$ cat config.mk
export PLATFORM = sky130hd
export DESIGN_NAME = gossip_membership_table
export DESIGN_NICKNAME = d
export VERILOG_FILES = /design/src/hw/rtl/gmt_pkg.sv /design/src/hw/rtl/gossip_membership_table.sv /design/src/hw/rtl/gmt_front.sv /design/src/hw/rtl/gmt_back.sv
export VERILOG_INCLUDE_DIRS = /design/src /design/src/hw/rtl
export SDC_FILE = /design/constraint.sdc
export NUM_CORES = 2
export LEC_CHECK = 0
export ABC_AREA = 1
export BUFFER_PORTS_ARGS = -buffer_cell sky130_fd_sc_hd__buf_2
export CAP_MARGIN = 20
export CORE_UTILIZATION = 37
export DETAILED_ROUTE_END_ITERATION = 10
export PLACE_DENSITY = 0.51
export REMOVE_ABC_BUFFERS = 1
export SLEW_MARGIN = 40
export SYNTH_ARGS = -nofsm -noshare
export SYNTH_HDL_FRONTEND = slang
export SYNTH_SLANG_ARGS = --single-unit
$ cat constraint.sdc
create_clock -name aclk -period 19.65 [get_ports aclk]
set_input_delay 2.9475 -clock aclk [delete_from_list [all_inputs] [get_ports aclk]]
set_output_delay 2.9475 -clock aclk [all_outputs]
set_load 0.005 [all_outputs]
$ cat src/hw/rtl/gossip_membership_table_macros.svh
// Assertion macros for the gossip membership table.
`ifndef GOSSIP_MEMBERSHIP_TABLE_MACROS_SVH
`define GOSSIP_MEMBERSHIP_TABLE_MACROS_SVH
`ifndef SYNTHESIS
// Check that a condition implies another in the same cycle.
`define GMT_ASSERT_SAME(lbl, cond, prop, msg) \
    lbl: assert property (@(posedge aclk) disable iff (!aresetn) (cond) |-> (prop)) \
        else $error(msg);
// Check that a condition implies another in the next cycle.
`define GMT_ASSERT_NEXT(lbl, cond, prop, msg) \
    lbl: assert property (@(posedge aclk) disable iff (!aresetn) (cond) |=> (prop)) \
        else $error(msg);
`else
`define GMT_ASSERT_SAME(lbl, cond, prop, msg)
`define GMT_ASSERT_NEXT(lbl, cond, prop, msg)
`endif
`endif

$ cat src/hw/rtl/gmt_pkg.sv
// Types and codes shared by the gossip membership table modules.
package gmt_pkg;

    localparam int ID_W    = 32;
    localparam int PORT_W  = 16;
    localparam int BEAT_W  = 32;
    localparam int TIME_W  = 32;
    localparam int AGE_W   = 16;
    localparam int REP_W   = 3;
    localparam int CFG_IDX_W = 3;
    localparam int CFG_DATA_W = 32;

    // Report codes
    localparam logic [REP_W-1:0] REP_ADDED   = 3'd0;
    localparam logic [REP_W-1:0] REP_UPDATED = 3'd1;
    localparam logic [REP_W-1:0] REP_IGNORED = 3'd2;
    localparam logic [REP_W-1:0] REP_FULL    = 3'd3;
    localparam logic [REP_W-1:0] REP_REMOVED = 3'd4;
    localparam logic [REP_W-1:0] REP_ALIVE   = 3'd5;
    localparam logic [REP_W-1:0] REP_DONE    = 3'd6;

    // Configuration register indexes
    localparam logic [CFG_IDX_W-1:0] CFG_SELF_ID     = 3'd0;
    localparam logic [CFG_IDX_W-1:0] CFG_SELF_PORT   = 3'd1;
    localparam logic [CFG_IDX_W-1:0] CFG_FAIL_TIME   = 3'd2;
    localparam logic [CFG_IDX_W-1:0] CFG_REMOVE_TIME = 3'd3;

    // Item kinds
    localparam logic KIND_GOSSIP = 1'b0;
    localparam logic KIND_TICK   = 1'b1;

    // Command passed from front to back
    typedef struct packed {
        logic              kind;
        logic [ID_W-1:0]   id;
        logic [PORT_W-1:0] port;
        logic [BEAT_W-1:0] beat;
    } cmd_t;

    // Handshake from front to back
    typedef struct packed {
        logic valid;
        cmd_t cmd;
    } cmd_chan_t;

    // Stored table entry
    typedef struct packed {
        logic [ID_W-1:0]   id;
        logic [PORT_W-1:0] port;
        logic [BEAT_W-1:0] beat;
        logic [TIME_W-1:0] stamp;
    } entry_t;

    // Configuration seen by the back end
    typedef struct packed {
        logic [ID_W-1:0]   self_id;
        logic [PORT_W-1:0] self_port;
        logic [AGE_W-1:0]  fail_time;
        logic [AGE_W-1:0]  remove_time;
    } cfg_t;

endpackage

$ cat src/hw/rtl/gossip_membership_table.sv
// Top level of the gossip membership table with failure detection.
//
//   channel | ports                         | direction
//   --------+-------------------------------+----------
//   input   | s_valid/s_ready, s_* fields   | in
//   result  | m_valid/m_ready, m_* fields   | out
//   config  | cfg_valid/cfg_ready, cfg_*    | in
//
// Each item walks all DEPTH slots: an occupied slot is first read from memory,
// then evaluated, an empty one is skipped without a read, and the walk has a
// fetch step before it and a finish step after it. Result stalls hold the walk
// on the entry being reported.
// Reset empties the table and clears time and heartbeat at once.
// The two-entry command queue keeps accepting items while the walk runs, as long as it has room.
`include "gossip_membership_table_macros.svh"
module gossip_membership_table #(
    parameter int DEPTH = 32
) (
    input  logic                          aclk,
    input  logic                          aresetn,
    input  logic                          s_valid,
    output logic                          s_ready,
    input  logic                          s_kind,
    input  logic [31:0]                   s_member_id,
    input  logic [15:0]                   s_member_port,
    input  logic [31:0]                   s_beat_count,
    output logic                          m_valid,
    input  logic                          m_ready,
    output logic [2:0]                    m_report,
    output logic [31:0]                   m_out_id,
    output logic [15:0]                   m_out_port,
    output logic [31:0]                   m_out_beat,
    output logic                          m_last,
    input  logic                          cfg_valid,
    output logic                          cfg_ready,
    input  logic [gmt_pkg::CFG_IDX_W-1:0] cfg_index,
    input  logic [gmt_pkg::CFG_DATA_W-1:0] cfg_data
);
    import gmt_pkg::*;

    cmd_chan_t cmd_chan;
    logic      cmd_pop;
    cfg_t      cfg_reg;

    assign cfg_ready = 1'b1;

    // Hold configuration registers
    always_ff @(posedge aclk) begin
        if (!aresetn) begin
            cfg_reg <= '{self_id: '0, self_port: '0,
                         fail_time: AGE_W'(5), remove_time: AGE_W'(20)};
        end else if (cfg_valid) begin
            case (cfg_index)
                CFG_SELF_ID:     cfg_reg.self_id     <= cfg_data;
                CFG_SELF_PORT:   cfg_reg.self_port   <= cfg_data[PORT_W-1:0];
                CFG_FAIL_TIME:   cfg_reg.fail_time   <= cfg_data[AGE_W-1:0];
                CFG_REMOVE_TIME: cfg_reg.remove_time <= cfg_data[AGE_W-1:0];
                default: begin
                end
            endcase
        end
    end

    gmt_front u_front (
        .aclk          (aclk),
        .aresetn       (aresetn),
        .s_valid       (s_valid),
        .s_ready       (s_ready),
        .s_kind        (s_kind),
        .s_member_id   (s_member_id),
        .s_member_port (s_member_port),
        .s_beat_count  (s_beat_count),
        .cmd_out       (cmd_chan),
        .cmd_pop       (cmd_pop)
    );

    gmt_back #(
        .DEPTH (DEPTH)
    ) u_back (
        .aclk       (aclk),
        .aresetn    (aresetn),
        .cmd_in     (cmd_chan),
        .cmd_pop    (cmd_pop),
        .cfg        (cfg_reg),
        .m_valid    (m_valid),
        .m_ready    (m_ready),
        .m_report   (m_report),
        .m_out_id   (m_out_id),
        .m_out_port (m_out_port),
        .m_out_beat (m_out_beat),
        .m_last     (m_last)
    );

    `GMT_ASSERT_SAME(a_done_is_last, m_valid && m_report == REP_DONE, m_last, "done not last")
    `GMT_ASSERT_SAME(a_walk_not_last, m_valid && (m_report == REP_ALIVE || m_report == REP_REMOVED), !m_last, "walk result marked last")
    `GMT_ASSERT_SAME(a_known_report, m_valid, m_report <= REP_DONE, "undefined report code")
    `GMT_ASSERT_NEXT(a_pop_needs_cmd, cmd_pop, !(cmd_pop && !cmd_chan.valid), "pop without command")

endmodule

$ cat src/hw/rtl/gmt_front.sv
// Front end: accepts input items into a two-entry command queue.
module gmt_front (
    input  logic                  aclk,
    input  logic                  aresetn,
    input  logic                  s_valid,
    output logic                  s_ready,
    input  logic                  s_kind,
    input  logic [31:0]           s_member_id,
    input  logic [15:0]           s_member_port,
    input  logic [31:0]           s_beat_count,
    output gmt_pkg::cmd_chan_t    cmd_out,
    input  logic                  cmd_pop
);
    import gmt_pkg::*;

    cmd_t       q_reg [2];
    logic       wr_ptr_reg, wr_ptr_next;
    logic       rd_ptr_reg, rd_ptr_next;
    logic [1:0] cnt_reg, cnt_next;
    logic       push;
    logic       pop;

    assign s_ready = (cnt_reg != 2'd2);
    assign push    = s_valid && s_ready;
    assign pop     = cmd_pop && (cnt_reg != 2'd0);

    assign cmd_out.valid = (cnt_reg != 2'd0);
    assign cmd_out.cmd   = q_reg[rd_ptr_reg];

    // Advance pointers and fill count
    always_comb begin
        wr_ptr_next = push ? ~wr_ptr_reg : wr_ptr_reg;
        rd_ptr_next = pop ? ~rd_ptr_reg : rd_ptr_reg;
        cnt_next    = cnt_reg;
        if (push && !pop) begin
            cnt_next = cnt_reg + 2'd1;
        end else if (pop && !push) begin
            cnt_next = cnt_reg - 2'd1;
        end
    end

    always_ff @(posedge aclk) begin
        if (!aresetn) begin
            wr_ptr_reg <= 1'b0;
            rd_ptr_reg <= 1'b0;
            cnt_reg    <= 2'd0;
        end else begin
            wr_ptr_reg <= wr_ptr_next;
            rd_ptr_reg <= rd_ptr_next;
            cnt_reg    <= cnt_next;
        end
    end

    // Store the accepted item
    always_ff @(posedge aclk) begin
        if (push) begin
            q_reg[wr_ptr_reg] <= '{kind: s_kind, id: s_member_id,
                                   port: s_member_port, beat: s_beat_count};
        end
    end

endmodule

$ cat src/hw/rtl/gmt_back.sv
// Back end: walks the membership table for each command and drives results.
module gmt_back #(
    parameter int DEPTH = 32
) (
    input  logic                  aclk,
    input  logic                  aresetn,
    input  gmt_pkg::cmd_chan_t    cmd_in,
    output logic                  cmd_pop,
    input  gmt_pkg::cfg_t         cfg,
    output logic                  m_valid,
    input  logic                  m_ready,
    output logic [2:0]            m_report,
    output logic [31:0]           m_out_id,
    output logic [15:0]           m_out_port,
    output logic [31:0]           m_out_beat,
    output logic                  m_last
);
    import gmt_pkg::*;

    localparam int IW = $clog2(DEPTH);
    localparam logic [IW-1:0] LAST_IDX = IW'(DEPTH - 1);

    localparam logic [1:0] ST_IDLE = 2'd0;
    localparam logic [1:0] ST_READ = 2'd1;
    localparam logic [1:0] ST_EVAL = 2'd2;
    localparam logic [1:0] ST_FIN  = 2'd3;

    entry_t mem [DEPTH];
    entry_t rd_reg;

    logic [1:0]        state_reg, state_next;
    logic [IW-1:0]     idx_reg, idx_next;
    cmd_t              cmd_reg, cmd_next;
    logic              found_reg, found_next;
    logic [IW-1:0]     fslot_reg, fslot_next;
    logic [BEAT_W-1:0] fbeat_reg, fbeat_next;
    logic              free_reg, free_next;
    logic [IW-1:0]     free_slot_reg, free_slot_next;
    logic [DEPTH-1:0]  valid_reg, valid_next;
    logic [TIME_W-1:0] time_reg, time_next;
    logic [BEAT_W-1:0] own_reg, own_next;

    logic              m_valid_reg;
    logic [REP_W-1:0]  rep_reg;
    logic [ID_W-1:0]   id_reg;
    logic [PORT_W-1:0] port_reg;
    logic [BEAT_W-1:0] beat_reg;
    logic              last_reg;

    logic              out_free;
    logic              emit;
    logic [REP_W-1:0]  em_rep;
    logic [ID_W-1:0]   em_id;
    logic [PORT_W-1:0] em_port;
    logic [BEAT_W-1:0] em_beat;
    logic              em_last;
    logic              rd_en;
    logic              wr_en;
    logic [IW-1:0]     wr_addr;
    entry_t            wr_data;
    logic              at_last;
    logic              is_self;
    logic              is_key;
    logic [TIME_W-1:0] age;

    assign out_free = !m_valid_reg || m_ready;
    assign at_last  = (idx_reg == LAST_IDX);
    assign is_self  = (rd_reg.id == cfg.self_id) && (rd_reg.port == cfg.self_port);
    assign is_key   = (rd_reg.id == cmd_reg.id) && (rd_reg.port == cmd_reg.port);
    assign age      = time_reg - rd_reg.stamp;

    // Sequence one command over the table
    always_comb begin
        state_next     = state_reg;
        idx_next       = idx_reg;
        cmd_next       = cmd_reg;
        found_next     = found_reg;
        fslot_next     = fslot_reg;
        fbeat_next     = fbeat_reg;
        free_next      = free_reg;
        free_slot_next = free_slot_reg;
        valid_next     = valid_reg;
        time_next      = time_reg;
        own_next       = own_reg;
        cmd_pop        = 1'b0;
        emit           = 1'b0;
        em_rep         = REP_DONE;
        em_id          = cfg.self_id;
        em_port        = cfg.self_port;
        em_beat        = own_reg;
        em_last        = 1'b0;
        rd_en          = 1'b0;
        wr_en          = 1'b0;
        wr_addr        = idx_reg;
        wr_data        = '{id: cmd_reg.id, port: cmd_reg.port,
                           beat: cmd_reg.beat, stamp: time_reg};
        case (state_reg)
            ST_IDLE: begin
                if (cmd_in.valid) begin
                    cmd_pop    = 1'b1;
                    cmd_next   = cmd_in.cmd;
                    idx_next   = '0;
                    found_next = 1'b0;
                    free_next  = 1'b0;
                    if (cmd_in.cmd.kind == KIND_TICK) begin
                        time_next = time_reg + 1'b1;
                        own_next  = own_reg + 1'b1;
                    end
                    state_next = ST_READ;
                end
            end
            ST_READ: begin
                if (valid_reg[idx_reg]) begin
                    rd_en      = 1'b1;
                    state_next = ST_EVAL;
                end else begin
                    // Note lowest free slot, skip empty entry
                    if (cmd_reg.kind == KIND_GOSSIP && !free_reg) begin
                        free_next      = 1'b1;
                        free_slot_next = idx_reg;
                    end
                    state_next = at_last ? ST_FIN : ST_READ;
                    idx_next   = at_last ? idx_reg : idx_reg + 1'b1;
                end
            end
            ST_EVAL: begin
                if (cmd_reg.kind == KIND_GOSSIP) begin
                    if (is_key) begin
                        found_next = 1'b1;
                        fslot_next = idx_reg;
                        fbeat_next = rd_reg.beat;
                    end
                    state_next = at_last ? ST_FIN : ST_READ;
                    idx_next   = at_last ? idx_reg : idx_reg + 1'b1;
                end else if (out_free) begin
                    em_id   = rd_reg.id;
                    em_port = rd_reg.port;
                    em_beat = rd_reg.beat;
                    if (is_self) begin
                        // Refresh the self entry, which is then alive
                        emit    = 1'b1;
                        em_rep  = REP_ALIVE;
                        em_beat = own_reg;
                        wr_en   = 1'b1;
                        wr_data = '{id: rd_reg.id, port: rd_reg.port,
                                    beat: own_reg, stamp: time_reg};
                    end else if (age > TIME_W'(cfg.remove_time)) begin
                        emit                = 1'b1;
                        em_rep              = REP_REMOVED;
                        valid_next[idx_reg] = 1'b0;
                    end else if (age <= TIME_W'(cfg.fail_time)) begin
                        emit   = 1'b1;
                        em_rep = REP_ALIVE;
                    end
                    state_next = at_last ? ST_FIN : ST_READ;
                    idx_next   = at_last ? idx_reg : idx_reg + 1'b1;
                end
            end
            ST_FIN: begin
                if (out_free) begin
                    emit       = 1'b1;
                    em_last    = 1'b1;
                    state_next = ST_IDLE;
                    if (cmd_reg.kind == KIND_GOSSIP) begin
                        em_id   = cmd_reg.id;
                        em_port = cmd_reg.port;
                        em_beat = cmd_reg.beat;
                        if (found_reg) begin
                            if (cmd_reg.beat > fbeat_reg) begin
                                em_rep  = REP_UPDATED;
                                wr_en   = 1'b1;
                                wr_addr = fslot_reg;
                            end else begin
                                em_rep  = REP_IGNORED;
                                em_beat = fbeat_reg;
                            end
                        end else if (free_reg) begin
                            em_rep                    = REP_ADDED;
                            wr_en                     = 1'b1;
                            wr_addr                   = free_slot_reg;
                            valid_next[free_slot_reg] = 1'b1;
                        end else begin
                            em_rep = REP_FULL;
                        end
                    end
                end
            end
            default: begin
                state_next = ST_IDLE;
            end
        endcase
    end

    always_ff @(posedge aclk) begin
        if (!aresetn) begin
            state_reg   <= ST_IDLE;
            valid_reg   <= '0;
            time_reg    <= '0;
            own_reg     <= '0;
            m_valid_reg <= 1'b0;
        end else begin
            state_reg <= state_next;
            valid_reg <= valid_next;
            time_reg  <= time_next;
            own_reg   <= own_next;
            if (emit) begin
                m_valid_reg <= 1'b1;
            end else if (m_ready) begin
                m_valid_reg <= 1'b0;
            end
        end
    end

    // Walk state and result payload
    always_ff @(posedge aclk) begin
        idx_reg       <= idx_next;
        cmd_reg       <= cmd_next;
        found_reg     <= found_next;
        fslot_reg     <= fslot_next;
        fbeat_reg     <= fbeat_next;
        free_reg      <= free_next;
        free_slot_reg <= free_slot_next;
        if (emit) begin
            rep_reg  <= em_rep;
            id_reg   <= em_id;
            port_reg <= em_port;
            beat_reg <= em_beat;
            last_reg <= em_last;
        end
    end

    // Table memory: one write and one registered read per cycle
    always_ff @(posedge aclk) begin
        if (wr_en) begin
            mem[wr_addr] <= wr_data;
        end
        if (rd_en) begin
            rd_reg <= mem[idx_reg];
        end
    end

    assign m_valid    = m_valid_reg;
    assign m_report   = rep_reg;
    assign m_out_id   = id_reg;
    assign m_out_port = port_reg;
    assign m_out_beat = beat_reg;
    assign m_last     = last_reg;

endmodule
* Yosys cells after proc, flatten, opt, wreduce, memory -nomap -nowiden
Memories as Yosys holds them, arrays and structs flattened. A register that Yosys moved wholly into a read port is not among the register bits.
Index checks and enable logic that the tools add are counted.
** Storage, ports and cells
- Bits in writable memories :: 3746
- Flip-flop bits (word level) :: 397
- Bits of input ports :: 121
- Memories kept :: 2
- Logic and storage cells :: 215
** Memory list
- u_back.mem :: depth 32, width 112, read ports 1, clocked after Yosys merged registers in 1, write ports 1, line gmt_back.sv:28 : entry_t mem [DEPTH];
- u_front.q_reg :: depth 2, width 81, read ports 1, clocked after Yosys merged registers in 1, write ports 1, line gmt_front.sv:16 : cmd_t q_reg [2];
** Cells by class
- Reduce and logical (&&, ||, !) cells :: 36
- Bitwise gates (word level) :: 7
- Add/subtract/negate cells :: 6
- Equality and inequality tests :: 26
- Multiplexer cells :: 104
- Order comparisons :: 7
** Operators with widths (number)
- 2-to-1 mux 32 bit :: 19
- 2-to-1 mux 112 bit :: 4
- one-hot mux 32 bit (2 select lines) :: 3
- adder 32 x 1 -> 32 bit, second input constant :: 2
- equality test 32 bit :: 2
- 2-to-1 mux 16 bit :: 4
- 2-to-1 mux 5 bit :: 11
- 2-to-1 mux 1 bit :: 34
- bitwise AND 32 bit :: 1
- equality test 16 bit :: 2
- greater-than comparator 32 x 16 -> 1 bit :: 1
- greater-than comparator 32 bit :: 1
- less-or-equal comparator 32 x 16 -> 1 bit :: 1
- NOT 32 bit :: 1
- bitwise OR 32 bit :: 1
- one-hot mux 16 bit (2 select lines) :: 1
- subtractor 32 bit :: 1
- 2-to-1 mux 2 bit :: 11
- 2-to-1 mux 3 bit :: 7
- one-hot mux 5 bit (3 select lines) :: 1
- != test 2 x 1 -> 1 bit, second input constant :: 7
- != test 2 bit, second input constant :: 7
- < comparator 5 x 6 -> 1 bit, second input constant :: 2
- AND reduction 3 bit :: 4
- 26 further kinds :: 58

* Longest topological paths before layout
- Depth in word-level cells :: 11
- Depth in mapped cells :: 30

* Modules after synthesis
From an unflattened synthesis, not the netlist that was laid out.
** Unflattened totals
- Cells, all modules :: 13193
- Area total of the unflattened synthesis :: 170738.8 um^2
** Modules (own cells, without submodules)
- gmt_back :: area each 160954.4 um^2, cells an instance 12423, times used 1, sequential area each 119394.5 um^2
- gmt_front :: area each 6488.7 um^2, cells an instance 289, times used 1, sequential area each 4964.8 um^2
- gossip_membership_table :: area each 3295.7 um^2, cells an instance 481, times used 1, sequential area each 1601.5 um^2

* Worst setup path before layout
No wires, ideal clock.
- Path type :: input to register
- From :: input m_ready
- To :: register u_back.last_reg, in the netlist u_back.m_last, enable pin
- Arrival :: 8.937 ns
- Path buffers :: 0
- Stages :: 2
- Slack :: 10.070 ns
- Path through :: nor2_1 > o21ai_0
** Between the ends
- Cells in the longest elaborated chain, start to end :: 4
- Elaborated cells on any way between the ends :: 5
- Those cells by class :: 4 x mux; 1 x reduce/logical
** Ends and longest elaborated chain
- from (decl) :: line gossip_membership_table.sv:28 : input logic m_ready,
- logical OR 1 bit (*) :: line gmt_back.sv:66 : assign out_free = !m_valid_reg || m_ready;
- 2-to-1 mux 1 bit :: line gmt_back.sv:135 : end else if (out_free) begin
- 2-to-1 mux 1 bit :: line gmt_back.sv:127 : if (cmd_reg.kind == KIND_GOSSIP) begin
- one-hot mux 1 bit (2 select lines) (*) :: line gmt_back.sv:97 : case (state_reg)
- named net u_back.emit :: line gmt_back.sv:51 : logic emit;
- to (signal assigned) :: line gmt_back.sv:228 : last_reg <= em_last;
- to (decl) :: line gmt_back.sv:48 : logic last_reg;
The timed path passes the listed nets; every way through them passes the cells marked *.
A chain may end at the register's enable or synchronous reset.

* Worst setup path after layout
- From :: input m_ready
- To :: memory u_back.mem[22][92] in the netlist's numbering, enable pin
** Between the ends
- Cells in the longest elaborated chain, start to end :: 6
- Elaborated cells on any way between the ends :: 9
- Those cells by class :: 8 x mux; 1 x reduce/logical
** Ends and longest elaborated chain
- logical OR 1 bit (*) :: line gmt_back.sv:66
- 2-to-1 mux 1 bit :: line gmt_back.sv:135
- 2-to-1 mux 1 bit :: line gmt_back.sv:127
- one-hot mux 1 bit (2 select lines) :: line gmt_back.sv:97
- 2-to-1 mux 1 bit :: line gmt_back.sv:234 : if (wr_en) begin
- 2-to-1 mux 1 bit (implied by the code) :: line gmt_back.sv:235 : mem[wr_addr] <= wr_data;
- to (decl) :: line gmt_back.sv:28
Mark *: on every way between the ends. The rest lies on a longest branch, timed or not.

==> qor.txt <==
Run status -> complete, no violations
Min-delay src -> u_back.rd_reg[52]
Maximum vdd drop -> 0.0001150 V
Mapped Area -> 169,400 µm²
Clock-pin slew reported for the worst setup and hold paths after clock tree synthesis -> 0.06 ns
Highest Clock Rate -> 131.9 MHz
Post-cts resize count -> 0
Required arrival time at the worst endpoint -> 20.24 ns
Share of async-settable or async-resettable flops after synthesis -> 0
Switching Share -> 0.3565
Number of antenna violations at the first check in global routing -> 29
Sequential element share of the synthesized area -> 0.7436
Number of buffers inserted for hold repair after clock tree synthesis -> 0
Final weighted congestion in routability-driven placement -> 0.8600
Leading register cell type out of synthesis -> sky130_fd_sc_hd__edfxtp_1
Initial standard-cell utilization of the core -> 0.3714
Area share of the leading cell type in the synthesized netlist -> 0.7218
Full die area -> 460,600 µm²
Post-detailed-routing wire length -> 551,400 µm
Via count -> 111,200
Final antenna-violating net count -> 0
Stage delay of the slowest cell on the critical path -> 0.81 ns
Classification of the worst-slack hold path -> reg2reg
Maximum Capacitance Violations -> 0
Clock Latency Late Sink -> 1.02 ns
Core region area -> 456,100 µm²
CTS tree -> yes
Iter 0 DRT Violations -> 12,520
Number of flops mapped to enable cells by yosys -> 4,072
Slew @ Worst Pin -> 0.9964 ns
P_leak -> 62.40 nW
Max-slew violation count -> 0
Post-synthesis instance total -> 13,000
Maximum number of pins on one net before global-route repair -> 179
Bufs on Longest Clock Path -> 4
Share of total power in sequential cells -> 0.405
Area growth, synth to finish -> 14.55%
Share of the cycle needed by the critical path after routing -> 0.3858
Post-DR wirelength/cell -> 28.16 µm
Number of hold violations in the final report -> 0
Crit path max-delay cell type -> sky130_fd_sc_hd__nor2_4
Most frequent cells in the layout -> 4,072 x sky130_fd_sc_hd__edfxtp_1, 2,149 x sky130_fd_sc_hd__o21ai_0, 1,985 x sky130_fd_sc_hd__nor2_1, 925 x sky130_fd_sc_hd__o22ai_1, 866 x sky130_fd_sc_hd__nand2_1
Flip-flop count of the largest register after layout -> 3,584
NumNets Final -> 13,410
Ratio of total power to cell area -> 144.2 nW/µm²
Sort of element at the end of the critical path -> flip-flop
GRT Total Usage -> 0.2315
Sum of buffers and inverters on the critical path -> 6
Share of cell area taken by muxes after synthesis -> 0.005318
Clock network fraction of total power -> 0.303
Detailed-placement wirelength estimate -> 307,400 µm
Worst setup path startpoint -> m_ready
YS warnings -> 0
Number of setup violations in the final report -> 0
Fraction of the mapped netlist area in compound gates -> 0.1362
Via-per-instance ratio -> 5.677
Unrepaired setup endpoints after global routing -> no
Number of synthesized register bits -> 4,256
Most common cell after layout, fill and taps aside -> sky130_fd_sc_hd__edfxtp_1
Worst max-slew margin expressed relative to the limit -> 0.3358
Relative contribution of combinational cells to total power -> 0.292
DRC errors left -> 0
Main combinational cell family by area after synthesis -> compound AO/OA/AOI/OAI gates
Clock H-tree levels -> 5
Arrival time worst endpoint -> 8.17 ns
P_sw -> 9.977 mW
Overflow left after global routing -> 0
Post-route clock skew -> 0.06941 ns
Clock sink count -> 4,256
R2R Path Start -> u_back.idx_reg[0]
Mean instance size in the synthesized netlist -> 13.03 µm²
Die height -> 678.6 µm
Simple logic cell fraction of the synthesized area -> 0.07428
Root buffer cell -> sky130_fd_sc_hd__clkbuf_16
Std cell rows -> 248
Post-CTS setup repair buffer count -> 0
Adder and majority cell fraction of the synthesized area -> 0.008095
CP startpoint kind -> primary input
Global-route wire length before repair -> 780,000 µm
Post-Route Utilization -> 0.4254
Top cell type by total area after synthesis -> sky130_fd_sc_hd__edfxtp_1
Crit Path Class -> in2reg
Highest fanout seen on the critical path -> 50
Die extent in x -> 678.6 µm
Critical path, cell by cell -> buf_2, nor2_1, buf_4, nor2_1, nand2_8, inv_1, nand3_4, nand2_1, nand2_1, inv_1, nand2_1, nor2_4, buf_4, buf_4
Final min period -> 7.580 ns
P_int -> 18.01 mW
Quantity of I/O buffers inserted on ports -> 206
Setup TNS -> 0 ns
Pre-antenna DRT Iters -> 6
Synth cell types -> 56
Synthesized-area fraction occupied by xor and xnor cells -> 0.002895
CTS buffer count -> 449
Ranking of synthesized cells by area -> sky130_fd_sc_hd__edfxtp_1 72%, sky130_fd_sc_hd__o21ai_0 6.6%, sky130_fd_sc_hd__nor2_1 4.5%, sky130_fd_sc_hd__o22ai_1 3.4%, sky130_fd_sc_hd__dfxtp_1 2.2%
Proportion of layout cells with a drive suffix above 1 -> 0.1066
Delay-heaviest family, CP -> simple AND/OR/NAND/NOR gates
Number of global-route vias before repair -> 104,300
Number of ports placed on the die boundary -> 208
==> layout make-up <==
type / count / area, µm²
clock inverter: 257 / 2623
multi-input combinational: 7429 / 39430
inverter: 484 / 1859
timing repair buffer: 560 / 4643
clock buffer: 575 / 11960
antenna: 19 / 47.55
sequential: 4256 / 126000
fill: 41780 / 262100
tap: 6000 / 7507
==> cells by family (layout without fill, tap and decap cells) <==
family,after synthesis,after routing
flip-flops,4256,4256
AO/OA/AOI/OAI,3993,3993
AND/OR/NAND/NOR,3190,3190
buffers and inverters,1317,1876
adder cells (fa/ha/maj),109,109
multiplexers,80,80
XOR/XNOR,56,56
other,1,20
==> cell usage after synthesis, drive strengths merged (4+ instances only) <==
| cell | number |
|---|---|
| a31oi | 8 |
| o21ai | 2236 |
| a21oi | 308 |
| xor2 | 33 |
| o211ai | 4 |
| buf | 94 |
| a22o | 209 |
| mux2 | 80 |
| or2 | 8 |
| clkbuf | 739 |
| nand3 | 120 |
| inv | 484 |
| o21a | 8 |
| nor2 | 2037 |
| o22ai | 925 |
| a221oi | 213 |
| ha | 108 |
| edfxtp | 4072 |
| dfxtp | 184 |
| a211oi | 5 |
| nor3b | 5 |
| nor4 | 17 |
| o2111ai | 6 |
| a22oi | 7 |
| nand3b | 4 |
| xnor2 | 23 |
| o221ai | 52 |
| nor3 | 51 |
| nand2 | 879 |
| nand4 | 64 |
==> power groups by stage <==
stage                     sequential, mW  clock [mW]  combinational, mW
after floorplan                     11.9           0               4.79
after global placement              11.5           0               8.00
after detailed placement            11.5           0               8.07
after CTS                           11.3        8.60               8.10
after global routing                11.4        8.94               8.82
final                               11.3        8.47               8.17
==> metrics by stage <==
stage | hold WS (ns) | total power [mW] | area, µm² | setup WS, ns | std cells
2_1_floorplan | 0.4208 | 16.64 | 166200 | -157.13 | 12170
3_3_place_gp | 0.4276 | 19.55 | 178000 | 10.60 | 18680
3_5_place_dp | 0.4270 | 19.61 | 179000 | 11.03 | 18710
4_1_cts | 0.4380 | 28.05 | 193600 | 12.07 | 19540
5_1_grt | 0.4500 | 29.12 | 194000 | 11.93 | 19570
6_report | 0.4360 | 27.99 | 194000 | 12.07 | 19580
==> layer usage <==
layer / routed length, µm / vias to the layer above / GRT usage
met5: 26 / - / 0
met4: 17880 / 4 / 0.06996
li1: - / 49080 / -
met2: 254500 / 4419 / 0.3680
met3: 39490 / 803 / 0.03149
met1: 239600 / 56850 / 0.3307
==> worst paths after layout <==
path / endpoint / slack, ns / cells after the start
worst min register to register: u_back.fbeat_reg[20] / 0.44 / 0
worst max-delay path: u_back.mem[22][92] / 12.07 / 14
worst max register to register: u_back.rd_reg[27] / 13.08 / 13
worst min-delay path: u_back.fbeat_reg[20] / 0.44 / 0
No activity file was read; power rests on OpenSTA's default activity.
